File: src/design/mbh_pkg.sv
`default_nettype none
package mbh_pkg;

   localparam int unsigned GridWDefault = 512;
   localparam int unsigned GridHDefault = 512;
   localparam int unsigned Frac         = 28;
   localparam int unsigned CsrIdxW      = 3;

   typedef enum logic [CsrIdxW-1:0] {
      CSR_LEFT   = 3'd0,
      CSR_RIGHT  = 3'd1,
      CSR_BOTTOM = 3'd2,
      CSR_TOP    = 3'd3,
      CSR_XSCALE = 3'd4,
      CSR_YSCALE = 3'd5,
      CSR_MAXIT  = 3'd6
   } csr_idx_type;

   localparam logic CMD_ITER = 1'b0;
   localparam logic CMD_READ = 1'b1;

   typedef struct packed {
      logic               cmd;
      logic signed [31:0] c_re;
      logic signed [31:0] c_im;
      logic [8:0]         cell_col;
      logic [8:0]         cell_row;
   } req_type;

   typedef struct packed {
      logic [16:0]        steps;
      logic               escaped;
      logic [31:0]        hit_count;
      logic signed [31:0] last_re;
      logic signed [31:0] last_im;
   } rsp_type;

   typedef struct packed {
      logic signed [31:0] left_bound;
      logic signed [31:0] right_bound;
      logic signed [31:0] bottom_bound;
      logic signed [31:0] top_bound;
      logic [31:0]        x_scale;
      logic [31:0]        y_scale;
      logic [15:0]        max_iter;
   } cfg_type;

   // one 33x33 signed product, shared unit operand selects
   typedef enum logic [2:0] {
      MUL_RR, MUL_II, MUL_RI, MUL_X, MUL_Y
   } mul_op_type;

   function automatic logic signed [31:0] sat32(input logic signed [39:0] v);
      logic signed [31:0] r;
      if (v > 40'sd2147483647)       r = 32'sh7FFFFFFF;
      else if (v < -40'sd2147483648) r = 32'sh80000000;
      else                           r = v[31:0];
      return r;
   endfunction

endpackage
`default_nettype wire

File: src/design/mbh_mul.sv
`default_nettype none
module mbh_mul (
   input  wire logic                clock,
   input  wire logic signed [32:0]  a,
   input  wire logic signed [32:0]  b,
   output      logic signed [65:0]  p_ff
);
   import mbh_pkg::*;
   always_ff @(posedge clock) begin
      p_ff <= a * b;
   end
endmodule
`default_nettype wire

File: config.mk
export PLATFORM = sky130hd
export DESIGN_NAME = mbh_mul
export DESIGN_NICKNAME = d
export VERILOG_FILES = /design/src/design/mbh_pkg.sv /design/src/design/mbh_mul.sv
export SDC_FILE = /design/constraint.sdc
export NUM_CORES = 2
export LEC_CHECK = 0
export ABC_AREA = 0
export BUFFER_PORTS_ARGS = -buffer_cell sky130_fd_sc_hd__buf_4
export CORE_MARGIN = 5
export CORE_UTILIZATION = 55
export DETAILED_ROUTE_END_ITERATION = 10
export PLACE_DENSITY = 0.71
export SYNTH_ARGS = -nofsm -noshare
export SYNTH_HDL_FRONTEND = slang
export SYNTH_SLANG_ARGS = --single-unit
File: constraint.sdc
create_clock -name clock -period 21.9 [get_ports clock]
set_clock_uncertainty 0.1 [all_clocks]
set_input_delay 1.095 -clock clock [delete_from_list [all_inputs] [get_ports clock]]
set_output_delay 1.095 -clock clock [all_outputs]
set_load 0.02 [all_outputs]
After elaboration in Yosys (flattened, before gate mapping)

Cells that the tools add are included.

Register bits after elaboration: 66
Bits in latches: 0
Memory bits (writable): 0
Bits in read-only memories: 0
Input bits: 67
Memories: 0

$add $sub $neg: 0
$mul: 1
Div/mod/pow operators: 0
Magnitude comparators: 0
Eq/ne operators: 0
Shift-type cells: 0
Mux-type cells: 0
Bitwise operators: 0
Reduce and logical (&&, ||, !) cells: 0

Operators with widths:

| cell                         | count |
|---|---|
| multiplier 33 x 33 -> 66 bit | 1 |

Logic depth before layout (Yosys ltp)

Word-level depth: 1
Depth in mapped cells: 27

Worst setup path after synthesis

No wires, ideal clock.

Path kind: input port to flip-flop
From: input a[32]
To: register p_ff[62]
Setup time: 0.079 ns
Data arrival time: 8.252 ns
Slack: 13.469 ns
Stages: 23
Cells stage by stage: clkbuf_1 nand2_1 inv_1 fa_1 fa_1 fa_1 fa_1 fa_1 fa_1 fa_1 inv_1 fa_1 inv_1 ha_1 clkbuf_1 and3_1 nand3_1 nand2b_1 a2111oi_4 a211oi_4 a21o_2 a21o_1 a211oi_2

Cells in the longest elaborated chain, start to end: 1

RTL lines:

| item                         | line          | source |
|---|---|---|
| start, declared              | mbh_mul.sv:4  | `input wire logic signed [32:0] a,` |
| multiplier 33 x 33 -> 66 bit | mbh_mul.sv:10 | `p_ff <= a * b;` |
| end signal, assigned         | mbh_mul.sv:10 |  |
| end, declared                | mbh_mul.sv:6  | `output logic signed [65:0] p_ff` |

Every way passes these cells.

Worst setup path in the final report

From: input a[31]
To: register p_ff[64]

The elaborated chain is that of the path after synthesis.

==> reports/metrics.yaml <==
status: "completed"
die_h_um: 282.1
numPortBuffers: 132
max_cap_viol_count: 0
tightest_slew_ns: 1.104
antenna_found_initial: 2
post_cts_buffers: 0
path_clk_slew_ns: 0.07
crit_type: "in -> reg"
cts_buffer_depth: 2
netlist_area_mm2: 0.04073
num_io_pins: 133
numClockSinks: 66
place.gp.congestion: 0.9619
cts_max_level: 3
wire_per_inst_um: 20.45
syn_inst: 4338
synth_area_leaders: "fa_1, inv_1, and2_1, ha_1, nand2_1"
largest_reg_flops: 66
yosys_warnings: 0
report.final.slew_viol_count: 0
grt_pass1_wl_mm: 173.5
viasPerCell: 5.477
cts_hold_buffers: 0
layout_min_cycle_time_ns: 8.878
n_fill_cell: 6418
grt_max_degree: 34
die-area_mm2: 0.07961
detail-route-antenna-nets: 0
setup_viol_count_final: 0
cts_resized: 0
drt-initial-drc-count: 1720
hp-start: "b[0]"
synth_edf_count: 0
grt_setup_unrepaired: "false"
row_count: 99
regMostFlops: "p_ff"
cp_data_arrival_time_ns: 9.06
ys_async_sr_fraction_pct: 0
crit_path_start: "a[31]"
syn2layout_area_growth_pct: 4.125
drt-total-wl_mm: 107.0
slew_headroom_pct: 26.30
layout.nets: 5694
synthDistinctLibCells: 80
hpwl_mm: 86.74
final_cell_mix: "fa_1, inv_1, and2_1"
max_freq_mhz: 112.6
core_mm2: 0.07321
cts_tree: "done"
cp.required_ns: 22.08
cts_made_buffers: 9
whs_path_depth: 2
grt_pass1_vias: 31840
firstDrtPassIters: 6
crit_fanout: 29
yosysTopAreaCellShare_pct: 56.27
hold_end: "p_ff[0]"
drive_gt1_share_pct: 4.450
synth-seq-area-share_pct: 3.244
cp-start-kind: "primary input"
grt.total_usage_pct: 28.22
min_period_over_period_pct: 40.54
vias: 28660
synth_area_per_cell_um2: 9.390
post-synth-top-area-cell: "fa_1"
finalHoldViolCount: 0
grt_overflow: 0
fin_ws_ns: 13.02
start_util_pct: 55.64
layout_commonest_cell: "fa_1"
drc: 0
fin_setup_tns_ns: 0
place_ws_ns: 12.71
root_buffer: "clkbuf_16"
synth_nets: 5767
yosys_register_bits: 66
endpoint_kind: "flop"
largest_registers: "p_ff x66"
min_path_type: "in -> reg"
ys.flop_type: "dfxtp_1"
die_x_um: 282.1
## metal layers
| layer | vias to the layer above | part of all wire, % | global-route usage, % |
|---|---|---|---|
| met3 | 305 | 5.4 | 3.417 |
| met2 | 1019 | 52 | 49.87 |
| met1 | 15140 | 36 | 34.34 |
| met5 | - | 0 | 0 |
| li1 | 12200 | - | - |
| met4 | 0 | 6.1 | 14.42 |
## worst max-delay path: stages
cell and delay, ns:
buf_4 0.17, buf_4 0.42, nand2_1 0.15, fa_1 0.56, inv_1 0.06, fa_1 0.58
inv_1 0.07, fa_1 0.54, inv_1 0.06, fa_1 0.48, fa_1 0.73, fa_1 0.48
fa_1 0.49, inv_1 0.05, fa_1 0.47, inv_1 0.04, ha_1 0.41, nand3_1 0.25
nor2_1 0.36, nand2_1 0.16, nor3_1 0.56, o311ai_4 0.29, nand3_2 0.21, a211oi_1 0.09
a311oi_1 0.24
## synth_stat cells, drive strengths merged, types with 5 or more instances
| library cell | n |
|---|---|
| ha | 217 |
| o21bai | 11 |
| o31ai | 7 |
| fa | 1145 |
| nand3 | 26 |
| clkbuf | 208 |
| and2 | 563 |
| nand2b | 12 |
| nor3 | 7 |
| inv | 1131 |
| o21ai | 33 |
| o21a | 6 |
| a21oi | 61 |
| a211oi | 11 |
| buf | 13 |
| and4 | 5 |
| xor2 | 25 |
| a21o | 38 |
| a211o | 6 |
| nor2 | 68 |
| nor2b | 5 |
| and3 | 6 |
| xnor2 | 43 |
| a31oi | 9 |
| o211ai | 5 |
| nand2 | 551 |
| dfxtp | 66 |
| nand4 | 12 |
## metrics by stage
stage               hold WS [ns]  utilization [%]  cell area (µm²)  std cells
floorplan                  1.122                -            40730       4338
global placement           1.407            57.52            42110       5213
detailed placement         1.407            57.52            42110       5213
CTS                        1.037            57.93            42410       5229
global route               1.065            57.93            42410       5231
finish                     1.057            57.94            42410       5232
## cells by family (layout without fill, tap and decap cells)
kind of cell / after synthesis / count (layout) / synth area share [%]
buffers and inverters: 1352 / 1284 / 12.51
adder cells (fa/ha/maj): 1362 / 1362 / 62.94
AO/OA/AOI/OAI: 219 / 219 / 4.067
XOR/XNOR: 68 / 68 / 1.462
flip-flops: 66 / 66 / 3.244
other: 0 / 3 / 0
AND/OR/NAND/NOR: 1271 / 1271 / 15.78
## layout make-up
type | count | area, µm² | share of cell area (%)
multi-input cells | 2920 | 34320 | 80.91
inverters | 1131 | 4245 | 10.01
flip-flops and latches | 66 | 1321 | 3.115
well taps | 959 | 1200 | 2.829
repair buffers | 137 | 1028 | 2.425
clock buffers | 9 | 225.2 | 0.5310
clock inverters | 7 | 70.07 | 0.1652
diodes | 3 | 7.507 | 0.01770
## how the worst max path moves through the flow
| stage | end | slack (ns) | cells past startpoint |
|---|---|---|---|
| 2_1_floorplan | p_ff[62] | 13.47 | 23 |
| 3_3_place_gp | p_ff[62] | 12.81 | 22 |
| 3_5_place_dp | p_ff[63] | 12.71 | 21 |
| 4_1_cts | p_ff[63] | 13.09 | 21 |
| 5_1_grt | p_ff[58] | 12.71 | 22 |
| 6_report | p_ff[64] | 13.02 | 25 |
Power is left out: the tool's default activity adds up to more than one toggle a clock period on the data nets, which glitch-free logic cannot reach.
